--- src/hw/rtl/kdc_pkg.sv ---
// Shared types and constants for the keyboard/display controller.
// No dependencies; every other file imports this package.
package kdc_pkg;

    // Request codes carried in req_type.
    localparam logic [2:0] REQ_STATUS = 3'd0;
    localparam logic [2:0] REQ_READ   = 3'd1;
    localparam logic [2:0] REQ_CMD    = 3'd2;
    localparam logic [2:0] REQ_WRITE  = 3'd3;
    localparam logic [2:0] REQ_PUSH   = 3'd4;

    // Command groups, taken from bits 7..5 of a command byte.
    localparam logic [2:0] CMD_KBD_MODE    = 3'd0;
    localparam logic [2:0] CMD_CLOCK_DIV   = 3'd1;
    localparam logic [2:0] CMD_SEL_FIFO    = 3'd2;
    localparam logic [2:0] CMD_READ_DISP   = 3'd3;
    localparam logic [2:0] CMD_WRITE_DISP  = 3'd4;
    localparam logic [2:0] CMD_DISP_MASK   = 3'd5;
    localparam logic [2:0] CMD_CLEAR_ALL   = 3'd6;
    localparam logic [2:0] CMD_CLEAR_FLAGS = 3'd7;

    // Data port selection.
    localparam logic [1:0] IO_FIFO     = 2'd0;
    localparam logic [1:0] IO_SENSOR   = 2'd1;
    localparam logic [1:0] IO_DISP_RD  = 2'd2;
    localparam logic [1:0] IO_DISP_WR  = 2'd3;

    // Configuration register indexes and port widths.
    localparam int CFG_IDX_W  = 1;
    localparam int CFG_DATA_W = 64;
    localparam logic [CFG_IDX_W-1:0] CFG_DISPLAY_BUSY = 1'b0;
    localparam logic [CFG_IDX_W-1:0] CFG_SENSOR_ROWS  = 1'b1;

    // Sensor matrix: eight rows of eight bits.
    localparam int SENSOR_AW = 3;
    // Fill count bits reported in the status byte.
    localparam int STAT_FILL_W = 3;
    // Returned on a read of an empty key FIFO.
    localparam logic [7:0] EMPTY_READ_VALUE = 8'hFF;

    typedef struct packed {
        logic [2:0] req_type;
        logic [7:0] data_byte;
    } kdc_req_t;

    typedef struct packed {
        logic [7:0] read_value;
        logic       key_accepted;
        logic       irq_out;
    } kdc_result_t;

    // Key FIFO controls issued by the request decoder.
    typedef struct packed {
        logic       push;
        logic       pop;
        logic       clear;
        logic [7:0] push_data;
    } kdc_fifo_ctrl_t;

    // Display store controls issued by the request decoder.
    typedef struct packed {
        logic       wr_en;
        logic       clear;
        logic       inhibit_low;
        logic       inhibit_high;
        logic [7:0] wr_data;
    } kdc_disp_ctrl_t;

endpackage

--- src/hw/rtl/kdc_key_fifo.sv ---
// Eight-entry key FIFO with head pointer and fill count.
// Depends on kdc_pkg for the control struct.
module kdc_key_fifo
    import kdc_pkg::*;
#(
    parameter int DEPTH = 8
)
(
    input  logic                           clk,
    input  logic                           rst_n,
    input  kdc_fifo_ctrl_t                 ctrl,
    output logic [$clog2(DEPTH+1)-1:0]     fill,
    output logic [7:0]                     head_data
);

    localparam int AW = $clog2(DEPTH);
    localparam int FW = $clog2(DEPTH + 1);

    logic [7:0]    mem [DEPTH];
    logic [AW-1:0] head_reg;
    logic [AW-1:0] head_next;
    logic [FW-1:0] fill_reg;
    logic [FW-1:0] fill_next;
    logic [AW-1:0] tail;

    // The free slot sits fill entries past the head.
    assign tail = head_reg + fill_reg[AW-1:0];

    // Pointer and count update; push and pop never come together.
    always_comb
    begin
        head_next = head_reg;
        fill_next = fill_reg;
        if (ctrl.clear)
        begin
            head_next = '0;
            fill_next = '0;
        end
        else if (ctrl.push)
        begin
            fill_next = fill_reg + FW'(1);
        end
        else if (ctrl.pop)
        begin
            head_next = head_reg + AW'(1);
            fill_next = fill_reg - FW'(1);
        end
    end

    always_ff @(posedge clk or negedge rst_n)
    begin
        if (!rst_n)
        begin
            head_reg <= '0;
            fill_reg <= '0;
        end
        else
        begin
            head_reg <= head_next;
            fill_reg <= fill_next;
        end
    end

    // Key storage holds no reset value.
    always_ff @(posedge clk)
    begin
        if (ctrl.push)
        begin
            mem[tail] <= ctrl.push_data;
        end
    end

    assign fill      = fill_reg;
    assign head_data = mem[head_reg];

endmodule

--- src/hw/rtl/kdc_disp_store.sv ---
// Sixteen-byte display store with nibble write inhibits and a full clear.
// Depends on kdc_pkg for the control struct.
module kdc_disp_store
    import kdc_pkg::*;
#(
    parameter int DEPTH = 16
)
(
    input  logic                     clk,
    input  logic                     rst_n,
    input  kdc_disp_ctrl_t           ctrl,
    input  logic [$clog2(DEPTH)-1:0] addr,
    output logic [7:0]               rd_data
);

    logic [7:0] store_reg [DEPTH];
    logic [7:0] cell_next;

    // Inhibited nibbles keep their old contents.
    always_comb
    begin
        cell_next = store_reg[addr];
        if (!ctrl.inhibit_low)
        begin
            cell_next[3:0] = ctrl.wr_data[3:0];
        end
        if (!ctrl.inhibit_high)
        begin
            cell_next[7:4] = ctrl.wr_data[7:4];
        end
    end

    always_ff @(posedge clk or negedge rst_n)
    begin
        if (!rst_n)
        begin
            for (int i = 0; i < DEPTH; i++)
            begin
                store_reg[i] <= '0;
            end
        end
        else if (ctrl.clear)
        begin
            for (int i = 0; i < DEPTH; i++)
            begin
                store_reg[i] <= '0;
            end
        end
        else if (ctrl.wr_en)
        begin
            store_reg[addr] <= cell_next;
        end
    end

    assign rd_data = store_reg[addr];

endmodule

--- src/hw/rtl/keyboard_display_controller.sv ---
// Keyboard/display controller top level: request register, decoder, mode registers and
// result register around kdc_key_fifo and kdc_disp_store; uses kdc_pkg.
// Each accepted request is captured in the request register, decoded, and its result and done
// are then held in the result register; the receiver cannot stall.
// Throughput: one request per cycle, busy never rises. Reset (rst_n, asynchronous, active
// low) clears flags, pointers, modes, the configuration registers and the display store.
module keyboard_display_controller
    import kdc_pkg::*;
#(
    parameter int FIFO_DEPTH    = 8,
    parameter int DISPLAY_DEPTH = 16
)
(
    input  logic                  clk,
    input  logic                  rst_n,
    input  logic                  start,
    output logic                  busy,
    input  kdc_req_t              req,
    output logic                  done,
    output kdc_result_t           result,
    input  logic                  cfg_we,
    input  logic [CFG_IDX_W-1:0]  cfg_index,
    input  logic [CFG_DATA_W-1:0] cfg_data
);

    localparam int FILL_W = $clog2(FIFO_DEPTH + 1);
    localparam int ADDR_W = $clog2(DISPLAY_DEPTH);

    // Configuration registers.
    logic                  display_busy_reg;
    logic [CFG_DATA_W-1:0] sensor_rows_reg;

    // Request register.
    logic     req_valid_reg;
    kdc_req_t req_reg;

    // Mode and flag registers.
    logic [ADDR_W-1:0] addr_reg,         addr_next;
    logic              auto_inc_reg,     auto_inc_next;
    logic [1:0]        io_sel_reg,       io_sel_next;
    logic [4:0]        kbd_mode_reg,     kbd_mode_next;
    logic [4:0]        clock_div_reg,    clock_div_next;
    logic              inhibit_low_reg,  inhibit_low_next;
    logic              inhibit_high_reg, inhibit_high_next;
    logic              blank_low_reg,    blank_low_next;
    logic              blank_high_reg,   blank_high_next;
    logic              underrun_reg,     underrun_next;
    logic              overrun_reg,      overrun_next;
    logic              irq_reg,          irq_next;

    // Result register.
    logic        done_reg;
    kdc_result_t result_reg, result_next;

    // Datapath links.
    kdc_fifo_ctrl_t    fifo_ctrl;
    kdc_disp_ctrl_t    disp_ctrl;
    logic [FILL_W-1:0] fifo_fill;
    logic [7:0]        key_head_byte;
    logic [7:0]        disp_rd;
    logic [7:0]        sensor_byte;
    logic [7:0]        status_byte;
    logic              fifo_full;
    logic [2:0]        cmd_group;
    logic [SENSOR_AW-1:0] sensor_addr_inc;

    // Every request is taken as it comes.
    assign busy = 1'b0;

    // Configuration writes.
    always_ff @(posedge clk or negedge rst_n)
    begin
        if (!rst_n)
        begin
            display_busy_reg <= 1'b0;
            sensor_rows_reg  <= '0;
        end
        else if (cfg_we)
        begin
            unique case (cfg_index)
                CFG_DISPLAY_BUSY: display_busy_reg <= cfg_data[0];
                CFG_SENSOR_ROWS:  sensor_rows_reg  <= cfg_data;
                default: ;
            endcase
        end
    end

    // Request capture.
    always_ff @(posedge clk or negedge rst_n)
    begin
        if (!rst_n)
        begin
            req_valid_reg <= 1'b0;
        end
        else
        begin
            req_valid_reg <= start & ~busy;
        end
    end

    always_ff @(posedge clk)
    begin
        if (start && !busy)
        begin
            req_reg <= req;
        end
    end

    kdc_key_fifo #(
        .DEPTH (FIFO_DEPTH)
    ) u_fifo (
        .clk       (clk),
        .rst_n     (rst_n),
        .ctrl      (fifo_ctrl),
        .fill      (fifo_fill),
        .head_data (key_head_byte)
    );

    kdc_disp_store #(
        .DEPTH (DISPLAY_DEPTH)
    ) u_disp (
        .clk     (clk),
        .rst_n   (rst_n),
        .ctrl    (disp_ctrl),
        .addr    (addr_reg),
        .rd_data (disp_rd)
    );

    // Read sources.
    assign fifo_full       = (fifo_fill == FILL_W'(FIFO_DEPTH));
    assign sensor_byte     = sensor_rows_reg[addr_reg[SENSOR_AW-1:0]*8 +: 8];
    assign sensor_addr_inc = addr_reg[SENSOR_AW-1:0] + SENSOR_AW'(1);
    assign status_byte     = {display_busy_reg, 1'b0, overrun_reg, underrun_reg,
                              fifo_full, fifo_fill[STAT_FILL_W-1:0]};
    assign cmd_group       = req_reg.data_byte[7:5];

    // Request decoder and state update.
    always_comb
    begin
        addr_next         = addr_reg;
        auto_inc_next     = auto_inc_reg;
        io_sel_next       = io_sel_reg;
        kbd_mode_next     = kbd_mode_reg;
        clock_div_next    = clock_div_reg;
        inhibit_low_next  = inhibit_low_reg;
        inhibit_high_next = inhibit_high_reg;
        blank_low_next    = blank_low_reg;
        blank_high_next   = blank_high_reg;
        underrun_next     = underrun_reg;
        overrun_next      = overrun_reg;
        irq_next          = irq_reg;

        fifo_ctrl           = '0;
        fifo_ctrl.push_data = req_reg.data_byte;
        disp_ctrl              = '0;
        disp_ctrl.inhibit_low  = inhibit_low_reg;
        disp_ctrl.inhibit_high = inhibit_high_reg;
        disp_ctrl.wr_data      = req_reg.data_byte;

        result_next = '0;

        if (req_valid_reg)
        begin
            unique case (req_reg.req_type)
                REQ_STATUS:
                begin
                    result_next.read_value = status_byte;
                end
                REQ_READ:
                begin
                    if (io_sel_reg == IO_SENSOR)
                    begin
                        result_next.read_value = sensor_byte;
                        if (auto_inc_reg)
                        begin
                            addr_next = ADDR_W'(sensor_addr_inc);
                        end
                    end
                    else if (io_sel_reg == IO_DISP_RD)
                    begin
                        result_next.read_value = disp_rd;
                        if (auto_inc_reg)
                        begin
                            addr_next = addr_reg + ADDR_W'(1);
                        end
                    end
                    else if (fifo_fill == '0)
                    begin
                        // Read of an empty FIFO.
                        underrun_next          = 1'b1;
                        result_next.read_value = EMPTY_READ_VALUE;
                    end
                    else
                    begin
                        fifo_ctrl.pop          = 1'b1;
                        result_next.read_value = key_head_byte;
                        irq_next               = (fifo_fill != FILL_W'(1));
                    end
                end
                REQ_CMD:
                begin
                    unique case (cmd_group)
                        CMD_KBD_MODE:  kbd_mode_next  = req_reg.data_byte[4:0];
                        CMD_CLOCK_DIV: clock_div_next = req_reg.data_byte[4:0];
                        CMD_SEL_FIFO:
                        begin
                            io_sel_next   = req_reg.data_byte[4] ? IO_SENSOR : IO_FIFO;
                            auto_inc_next = req_reg.data_byte[4] & req_reg.data_byte[3];
                            addr_next     = ADDR_W'(req_reg.data_byte[2:0]);
                        end
                        CMD_READ_DISP:
                        begin
                            io_sel_next   = IO_DISP_RD;
                            auto_inc_next = req_reg.data_byte[4];
                            addr_next     = ADDR_W'(req_reg.data_byte[3:0]);
                        end
                        CMD_WRITE_DISP:
                        begin
                            io_sel_next   = IO_DISP_WR;
                            auto_inc_next = req_reg.data_byte[4];
                            addr_next     = ADDR_W'(req_reg.data_byte[3:0]);
                        end
                        CMD_DISP_MASK:
                        begin
                            inhibit_low_next  = req_reg.data_byte[3];
                            inhibit_high_next = req_reg.data_byte[2];
                            blank_low_next    = req_reg.data_byte[1];
                            blank_high_next   = req_reg.data_byte[0];
                        end
                        CMD_CLEAR_ALL:
                        begin
                            disp_ctrl.clear = 1'b1;
                            fifo_ctrl.clear = 1'b1;
                            irq_next        = 1'b0;
                            overrun_next    = 1'b0;
                            underrun_next   = 1'b0;
                        end
                        CMD_CLEAR_FLAGS:
                        begin
                            overrun_next  = 1'b0;
                            underrun_next = 1'b0;
                            irq_next      = (fifo_fill != '0);
                        end
                        default: ;
                    endcase
                end
                REQ_WRITE:
                begin
                    // Data writes only land in write-display selection.
                    if (io_sel_reg == IO_DISP_WR)
                    begin
                        disp_ctrl.wr_en = 1'b1;
                        if (auto_inc_reg)
                        begin
                            addr_next = addr_reg + ADDR_W'(1);
                        end
                    end
                end
                REQ_PUSH:
                begin
                    if (fifo_full)
                    begin
                        overrun_next = 1'b1;
                    end
                    else
                    begin
                        fifo_ctrl.push           = 1'b1;
                        result_next.key_accepted = 1'b1;
                        irq_next                 = 1'b1;
                    end
                end
                default: ;
            endcase
        end

        result_next.irq_out = irq_next;
    end

    // Mode and flag registers.
    always_ff @(posedge clk or negedge rst_n)
    begin
        if (!rst_n)
        begin
            addr_reg         <= '0;
            auto_inc_reg     <= 1'b0;
            io_sel_reg       <= IO_FIFO;
            kbd_mode_reg     <= '0;
            clock_div_reg    <= '0;
            inhibit_low_reg  <= 1'b0;
            inhibit_high_reg <= 1'b0;
            blank_low_reg    <= 1'b0;
            blank_high_reg   <= 1'b0;
            underrun_reg     <= 1'b0;
            overrun_reg      <= 1'b0;
            irq_reg          <= 1'b0;
        end
        else
        begin
            addr_reg         <= addr_next;
            auto_inc_reg     <= auto_inc_next;
            io_sel_reg       <= io_sel_next;
            kbd_mode_reg     <= kbd_mode_next;
            clock_div_reg    <= clock_div_next;
            inhibit_low_reg  <= inhibit_low_next;
            inhibit_high_reg <= inhibit_high_next;
            blank_low_reg    <= blank_low_next;
            blank_high_reg   <= blank_high_next;
            underrun_reg     <= underrun_next;
            overrun_reg      <= overrun_next;
            irq_reg          <= irq_next;
        end
    end

    // Result register.
    always_ff @(posedge clk or negedge rst_n)
    begin
        if (!rst_n)
        begin
            done_reg <= 1'b0;
        end
        else
        begin
            done_reg <= req_valid_reg;
        end
    end

    always_ff @(posedge clk)
    begin
        if (req_valid_reg)
        begin
            result_reg <= result_next;
        end
    end

    assign done   = done_reg;
    assign result = result_reg;

endmodule

--- config.mk ---
export PLATFORM = sky130hd
export DESIGN_NAME = keyboard_display_controller
export DESIGN_NICKNAME = d
export VERILOG_FILES = /design/src/hw/rtl/kdc_pkg.sv /design/src/hw/rtl/kdc_key_fifo.sv /design/src/hw/rtl/kdc_disp_store.sv /design/src/hw/rtl/keyboard_display_controller.sv
export SDC_FILE = /design/constraint.sdc
export NUM_CORES = 1
export LEC_CHECK = 0
export BUFFER_PORTS_ARGS = -buffer_cell sky130_fd_sc_hd__buf_4
export CAP_MARGIN = 10
export CORE_ASPECT_RATIO = 1.2
export CORE_MARGIN = 2
export CORE_UTILIZATION = 65
export CTS_CLUSTER_DIAMETER = 100
export DETAILED_ROUTE_END_ITERATION = 10
export GPL_ROUTABILITY_DRIVEN = 0
export PLACE_DENSITY_LB_ADDON = 0.1
export SYNTH_ARGS = -nofsm -noshare
export SYNTH_HDL_FRONTEND = slang
export SYNTH_HIERARCHICAL = 1
export SYNTH_SLANG_ARGS = --single-unit
export TNS_END_PERCENT = 20
--- constraint.sdc ---
create_clock -name clk -period 4.55 [get_ports clk]
set_input_delay 0.6825 -clock clk [delete_from_list [all_inputs] [get_ports clk]]
set_output_delay 0.6825 -clock clk [all_outputs]
set_load 0.01 [all_outputs]
Yosys cells after proc, flatten, opt, wreduce, memory -nomap -nowiden
Memories as Yosys holds them, arrays and structs flattened.
Cells that the tools add are included.
Widths: inputs -> output; s select.

operators by class
  add/subtract/negate cells = 6
  magnitude comparators = 2
  equality and inequality tests = 25
  shift-type cells = 1
  mux-type cells = 58
  bitwise gates (word level) = 3
  reduce and logical (&&, ||, !) cells = 23

operators with widths
  operator             count
  $mux 128             2
  $bwmux 128           1
  $shiftx 64x7->8      1
  $mux 8               6
  $mux 4               10
  $bmux 8 s4           1
  $demux 8 s4          1
  $mux 1               23
  $pmux 8 s2           1
  $eq 3x3->1 const B   5
  $ne 2x2->1 const B   7
  $eq 3x2->1 const B   4
  $mux 3               4
  $pmux 4 s3           1
  $reduce_and 6->1     2
  $reduce_bool 2->1    5
  $reduce_and 3->1     3
  $reduce_bool 3->1    3
  $add 4x1->4 const B  2
  $pmux 1 s2           4
  $pmux 4 s2           1
  $add 3x1->3 const B  2
  $ne 3x3->1 const B   2
  $pmux 2 s3           1
  22 further kinds     26

storage, ports and cells
  bits in registers = 235
  RAM bits = 64
  input port bits = 80
  output and inout bits = 12
  memories = 1

memories
  name        depth  width  rd ports  clocked after memory_dff  wr ports  line                source
  u_fifo.mem  8      8      1         0                         1         kdc_key_fifo.sv:19  logic [7:0] mem [DEPTH];

Longest topological paths before layout
Gate-level depths: netlist of the first run.

  depth after elaboration = 9
  mapped depth = 10
  gate-level depth less buffers = 8

Cells and area by module
Netlist of the first run, hierarchy kept.

modules (own cells, without submodules)
  module                       instances  cells each  area an instance (µm²)  sequential area each (µm²)
  kdc_disp_store               1          521         6179.7                  3203.1
  keyboard_display_controller  1          344         4809.6                  2607.5
  kdc_key_fifo                 1          153         3031.7                  2097.0

Worst setup path after synthesis of the first run
Ideal clock, no wire load.

  path kind = reg2reg
  start = register u_fifo.head_reg[1]
  end = memory u_fifo.mem[6][0], enable pin
  library setup time = 0.383 ns
  data arrival time = 2.183 ns
  data required time = 4.167 ns
  slack = 1.984 ns
  cell stages (with the launch flop) = 7
  path buffers = 2
  cells stage by stage = dfrtp_1 clkbuf_1 buf_2 inv_1 fa_1 xor3_1 nor3_1

between the ends
  cells in the longest elaborated chain, start to end = 1

RTL lines
  item                    line                source
  start, declared         kdc_key_fifo.sv:20  logic [AW-1:0] head_reg;
  start signal, assigned  kdc_key_fifo.sv:59  head_reg <= head_next;
  $add 3x3->3             kdc_key_fifo.sv:27  assign tail = head_reg + fill_reg[AW-1:0];
  end, declared           kdc_key_fifo.sv:19

No other way between the ends.

Final worst setup path of the first run
  start = register u_fifo.head_reg[1]
  end = memory u_fifo.mem[2][7], enable pin

The elaborated chain is that of the path after synthesis.

==> Flow_metrics.wiki, run 1 <==
{| class="wikitable"
! Metric !! Value
|-
| Clock latency of the later-clocked register in the worst-skew pair || 0.55 ns
|-
| Highest ir drop seen on vdd || 367 uV
|-
| Setup-violating endpoint count in the final report || 0
|-
| Net count after synthesis || 1,105
|-
| Filler Cells Inserted || 1,373
|-
| Post-synthesis instance total || 1,018
|-
| Sequential cell area || 7910 um^2
|-
| Wire length per cell || 23.0 um
|-
| Fmax || 0.324 GHz
|-
| Timing endpoint of the critical path || u_fifo/mem[2][7]
|-
| Largest cells by area after synthesis || dfrtp_1 38%, edfxtp_1 18%, mux4_2 7.1%
|-
| Global route total overflow || 0
|-
| Area after detailed placement || 14,900 um^2
|-
| Crit Reg-Reg Startpoint || u_fifo/head_reg[1]
|-
| Worst-case clock skew || 0.0131 ns
|-
| Fraction of power spent switching nets || 31.9%
|-
| Number of design rule violations left after detail routing || 0
|-
| Max reg flops || 128
|-
| Synthesis Warnings || 6
|-
| Slowest CP cell || nor3_1
|-
| Sum of buffers and inverters on the critical path || 1
|-
| Most frequent standard cell in the layout excluding fill and tap cells || dfrtp_1
|-
| CP startpoint kind || flip-flop
|-
| DR vias || 9,044
|-
| CTS buffer count || 29
|-
| Kind of capture point of the worst setup path || flip-flop
|-
| Input/output buffers || 90
|-
| Post-cts gate resize count || 0
|-
| Slew Viols, Final || 0
|-
| NumNets Final || 1,190
|-
| Setup TNS Final || 0 ns
|-
| Reg2Reg Setup Slack || 1.46 ns
|-
| Cell type contributing the most total cell area after synthesis || dfrtp_1
|-
| Type of the worst setup path || reg -> reg
|-
| Status || finished, final reports clean
|-
| Core box area || 21,000 um^2
|-
| Worst path max stage delay || 0.96 ns
|-
| Synth-to-Final Area Change || 12.7%
|-
| GRT Total Usage || 28.6%
|-
| Ratio of cells with drive above 1 in the final layout || 27.5%
|-
| Area used by multi-input combinational logic || 5750 um^2
|-
| Initial antenna violation count || 0
|-
| Met1 Track Usage GR || 39.1%
|-
| Relative slew slack || 20.3%
|-
| Starting density of the core || 66.6%
|-
| GRT Max-Usage Layer || met2
|-
| Count of flip-flops with a built-in enable after synthesis || 85
|-
| Maximum number of buffers from clock root to sink || 3
|-
| Post-layout minimum cycle time || 3.09 ns
|-
| Fraction of synthesized cell area taken by the top area cell type || 38.2%
|-
| Period utilization || 67.8%
|-
| DRT iter0 DRCs || 759
|-
| Power density over the cells || 520 nW/um^2
|-
| Post-synthesis cell type count || 76
|-
| Number of nets with antenna violations after detailed routing || 0
|-
| Post-Route WL || 32,100 um
|-
| Hold-fix buffers, CTS || 0
|-
| CP required || 4.71 ns
|-
| Reg power frac || 43.5%
|-
| Met2 usage in global routing || 48.7%
|-
| Switching pwr || 2.62 mW
|-
| Final-report hold violation count || 0
|-
| Detailed placer's ending HPWL || 21,600 um
|-
| Syn avg cell area || 13.8 um^2
|-
| Power share of the clock group || 28.7%
|-
| Number of clock sinks || 299
|-
| Number of cells on the critical path || 4
|-
| Static leakage power || 6.39 nW
|-
| Met3 GRT Util || 4.29%
|-
| Kind of path behind the tightest hold check || in -> async
|-
| Start point of the critical path || u_fifo/head_reg[1]
|-
| Total I/O pin count || 92
|-
| Design internal power || 5.59 mW
|-
| Clock tree from TritonCTS || built
|-
| Crit-path max FO || 19
|-
| Commonest non-fill, non-tap cells in the layout || 212 x dfrtp_1, 123 x nand2_1, 102 x buf_4
|-
| Floorplan row count || 58
|-
| Die H || 165 um
|-
| Critical Path, Cell by Cell || inv_1 -> fa_1 -> xnor3_1 -> nor3_1
|-
| Largest net degree at the start of global routing || 95
|-
| Most used flip-flop cell after synthesis || dfrtp_1
|-
| Via/cell ratio || 6.48
|-
| Setup repair bufs after CTS || 0
|-
| Number of flip-flops and latches in the synthesized netlist || 299
|-
| Number of max-cap violations || 0
|-
| Overall die width || 138 um
|-
| Depth of the most critical reg-to-reg path || 4
|-
| Worst Path Arrival || 3.24 ns
|-
| Area of the mapped netlist || 14,000 um^2
|-
| Drt pass-1 iters || 7
|-
| Fraction of synthesis flops using an asynchronous set or reset pin || 71.6%
|-
| CP delay by family, top || simple AND/OR/NAND/NOR gates
|-
| Clock edge transition at the registers on the reported setup and hold paths || 0.07 ns
|-
| Via count of the first global-routing pass || 9,096
|-
| Transition time at the pin with the least slew margin || 1.19 ns
|-
| Clock root buffer master || clkbuf_16
|-
| Part of the power in combinational logic || 27.8%
|-
| ANT cells || 0
|-
| DIE AREA || 22,800 um^2
|-
| Setup repair after global routing missed its margin || no
|-
| Layout Cell Area excl Fill || 15,800 um^2
|-
| Worst r2r dst || u_fifo/mem[2][7]
|-
| Part of the Yosys area used for sequential elements || 56.4%
|-
| Wire length of the first global-routing pass || 50,500 um
|-
| H-tree Lvls || 1
|}
[how the worst min path moves through the flow]
stage / start / end / slack, ns / depth (start not counted)
after floorplan: rst_n / addr_reg[0] / 0.39 / 0
after global placement: u_disp/store_reg[38] / u_disp/store_reg[38] / 0.46 / 2
after detailed placement: u_disp/store_reg[55] / u_disp/store_reg[55] / 0.47 / 2
after CTS: rst_n / u_disp/store_reg[125] / 0.22 / 1
after global routing: rst_n / u_disp/store_reg[62] / 0.25 / 1
final: rst_n / u_disp/store_reg[110] / 0.19 / 1
[cell families (layout without fill, tap and decap cells)]
| family | Yosys count | in the layout | share of synthesized area (%) |
|---|---|---|---|
| DFF | 299 | 299 | 56.4 |
| other | 1 | 1 | 0.0267 |
| AOI/OAI and AO/OA | 230 | 230 | 12.3 |
| adders and majority gates | 7 | 7 | 0.732 |
| buffers and inverters | 66 | 173 | 2.64 |
| xor gates and xnor gates | 8 | 8 | 0.705 |
| muxes | 167 | 167 | 19.0 |
| and+or+nand+nor | 240 | 240 | 8.20 |
[routing by layer]
layer	wire length (um)	vias up	share of wire, %
li1	-	4041	-
met1	12800	4605	40
met2	16500	343	51
met3	1970	55	6.1
met4	816	0	2.5
met5	0	-	0
[Yosys cell counts (5+ instances only)]
library cell,n
a21oi_1,18
a22o_1,48
a2bb2oi_4,6
a31oi_1,16
and2_1,8
buf_2,19
buf_4,5
buf_6,7
clkbuf_1,17
dfrtp_1,214
edfxtp_1,85
ha_1,5
inv_1,14
mux2_2,75
mux2_4,6
mux2i_1,20
mux4_1,16
mux4_2,44
nand2_1,124
nand2b_1,8
nand3_1,10
nor2_1,35
nor2b_1,17
nor3_1,8
nor3b_1,6
o211ai_1,10
o21ai_0,6
o21ai_1,83
o221ai_1,7
xnor2_1,5
[area by class of cell]
cell class / count / share of cell area, %
clock buffer: 35 / 4.92
timing repair buffer: 106 / 5.12
sequential: 299 / 50.1
clock inverter: 18 / 1.07
tap: 270 / 2.14
inverter: 14 / 0.332
multi-input combinational: 653 / 36.4
[power groups by stage]
stage	sequential (mW)	combinational, mW	clock (mW)
finish	3.57	2.28	2.36
global route	3.64	2.43	2.51
CTS	3.58	2.27	2.40
detailed placement	3.62	2.26	0
global placement	3.61	2.20	0
floorplan	3.33	1.93	0
[through the flow]
step	worst slack [ns]	util [%]	cells	power (mW)	hold WS, ns
after global routing	1.26	75.1	1395	8.57	0.251
after floorplan	1.98	-	1018	5.26	0.387
final	1.46	75.1	1395	8.21	0.193
after CTS	1.38	75.1	1393	8.24	0.220
after detailed placement	1.41	70.6	1340	5.88	0.473
after global placement	1.48	70.6	1340	5.81	0.462
[worst register-to-register path: stages, from the launching register on]
cell     delay, ns
dfrtp_1       0.85
inv_1         0.15
fa_1          0.48
xnor3_1       0.26
nor3_1        0.96
Power figures use the tool's default switching activity.
==> run 2, diff against run 1 <==
CORE_UTILIZATION = 61   (was 65)
clock period = 2.9 ns   (was 4.55 ns; I/O delays follow)
==> Flow_metrics.wiki, run 2 (synthesis gave the netlist of run 1 again) <==
{| class="wikitable"
! Metric !! Value
|-
| Status || finished, final reports clean
|-
| Clock root buffer master || clkbuf_16
|-
| Core box area || 22,500 um^2
|-
| Endpoint of the worst hold-timing path || disp_ctrl[1]
|-
| Kind of path behind the tightest hold check || in -> reg
|-
| Utilization after layout || 71.6%
|-
| Slew Viols, Final || 0
|-
| Floorplan row count || 60
|-
| CTS buffer count || 30
|-
| Clock tree from TritonCTS || built
|-
| Wire length per cell || 23.1 um
|-
| CP startpoint kind || flip-flop
|-
| Filler Cells Inserted || 1,585
|-
| NumNets Final || 1,223
|-
| Maximum number of buffers from clock root to sink || 3
|-
| Clock edge transition at the registers on the reported setup and hold paths || 0.06 ns
|-
| Reg2Reg Setup Slack || 0.29 ns
|-
| Kind of capture point of the worst setup path || flip-flop
|-
| H-tree Lvls || 1
|-
| Pwr Total || 13.2 mW
|-
| ANT cells || 0
|-
| Post-Route WL || 33,200 um
|-
| Total I/O pin count || 92
|-
| Largest net degree at the start of global routing || 79
|-
| DR vias || 9,166
|-
| Number of clock sinks || 299
|-
| Number of nets with antenna violations after detailed routing || 0
|-
| Period utilization || 89.9%
|-
| Max reg flops || 128
|-
| Fmax || 0.383 GHz
|-
| Global route total overflow || 0
|-
| Commonest non-fill, non-tap cells in the layout || 212 x dfrtp_1, 133 x buf_4, 123 x nand2_1
|-
| Power density over the cells || 816 nW/um^2
|-
| Most frequent standard cell in the layout excluding fill and tap cells || dfrtp_1
|-
| Hold-fix buffers, CTS || 1
|-
| Area after detailed placement || 15,100 um^2
|-
| Worst Path Arrival || 2.88 ns
|-
| Drt pass-1 iters || 5
|-
| Post-layout minimum cycle time || 2.61 ns
|-
| DRT iter0 DRCs || 807
|-
| Synth-to-Final Area Change || 15.0%
|-
| Depth of the most critical reg-to-reg path || 6
|-
| Input/output buffers || 90
|-
| Setup TNS Final || 0 ns
|-
| Starting density of the core || 62.3%
|-
| Post-cts gate resize count || 0
|-
| Hold Crit Start || req[1]
|-
| Via/cell ratio || 6.38
|-
| Ratio of cells with drive above 1 in the final layout || 29.4%
|-
| Static leakage power || 6.58 nW
|-
| Clock latency of the later-clocked register in the worst-skew pair || 0.56 ns
|-
| Number of design rule violations left after detail routing || 0
|-
| GRT Total Usage || 27.9%
|-
| Initial antenna violation count || 0
|-
| Overall die width || 142 um
|-
| Setup repair bufs after CTS || 0
|-
| Cells on Worst Hold Path || 1
|-
| Via count of the first global-routing pass || 9,255
|-
| Setup repair after global routing missed its margin || no
|-
| Type of the worst setup path || reg -> reg
|-
| Detailed placer's ending HPWL || 23,000 um
|-
| Worst-case clock skew || 0.0263 ns
|-
| Worst r2r dst || result[9]
|-
| Die H || 170 um
|-
| CP required || 3.17 ns
|-
| Transition time at the pin with the least slew margin || 1.10 ns
|-
| Layout Cell Area excl Fill || 16,100 um^2
|-
| Setup-violating endpoint count in the final report || 0
|-
| Final-report hold violation count || 0
|-
| Crit-path max FO || 21
|-
| Highest ir drop seen on vdd || 609 uV
|-
| Wire length of the first global-routing pass || 51,400 um
|-
| Crit Reg-Reg Startpoint || addr_reg[1]
|-
| Relative slew slack || 26.3%
|-
| Number of max-cap violations || 0
|-
| DIE AREA || 24,200 um^2
|}
-- run 2: cell types whose count changed in the layout (fill, tap and decap cells not counted), sizes merged --
cell,delta
clkbuf,+2
inv,-2
buf,+32
dlygate4sd3,+1
-- run 2: area by class of cell --
class                   count  area [um^2]  area share (%)
repair buffers            138         1080            6.71
multi-input cells         653         5750            35.6
inverters                  14         52.6           0.326
flip-flops and latches    299         7910            49.1
clock buffers              38          832            5.16
well taps                 279          349            2.16
clock inverters            16          153           0.946
-- run 2: how the worst max path moves through the flow --
stage / from / to / depth (start not counted)
floorplan: u_fifo/head_reg[1] / u_fifo/mem[6][0] / 6
global placement: addr_reg[1] / result[2] / 6
detailed placement: addr_reg[1] / result[4] / 6
CTS: addr_reg[1] / result[9] / 6
global route: addr_reg[1] / result[2] / 6
finish: addr_reg[1] / result[9] / 6
-- run 2: critical path, cell delays in order, from the launching register on --
cell,delay [ns]
dfrtp_4,0.68
mux4_2,0.55
mux2_2,0.32
nor2_1,0.12
a21oi_1,0.10
o221ai_1,0.37
o211ai_1,0.16
-- run 2: per-layer routing --
metal  vias to the layer above  track usage (%)  share of wire, %
met4                         0             8.78               3.0
met3                        68             4.11               6.2
met2                       354             46.1                50
met1                      4639             38.8                41
met5                         -                0                 0
li1                       4105                -                 -
-- run 2: metrics by stage --
step / hold slack, ns / cells / setup WS (ns)
global route: 0.0362 / 1437 / 0.242
floorplan: 0.139 / 1018 / 0.334
detailed placement: 0.471 / 1382 / 0.369
finish: 0.0453 / 1437 / 0.292
CTS: 0.0378 / 1437 / 0.352
global placement: 0.462 / 1382 / 0.387
-- run 2: report_power, final --
group / total, mW / internal [mW] / switching, mW / leakage (nW)
combinational: 3.85 / 1.87 / 1.98 / 2.54
clock: 3.85 / 2.21 / 1.64 / 0.473
sequential: 5.46 / 4.90 / 0.562 / 3.57
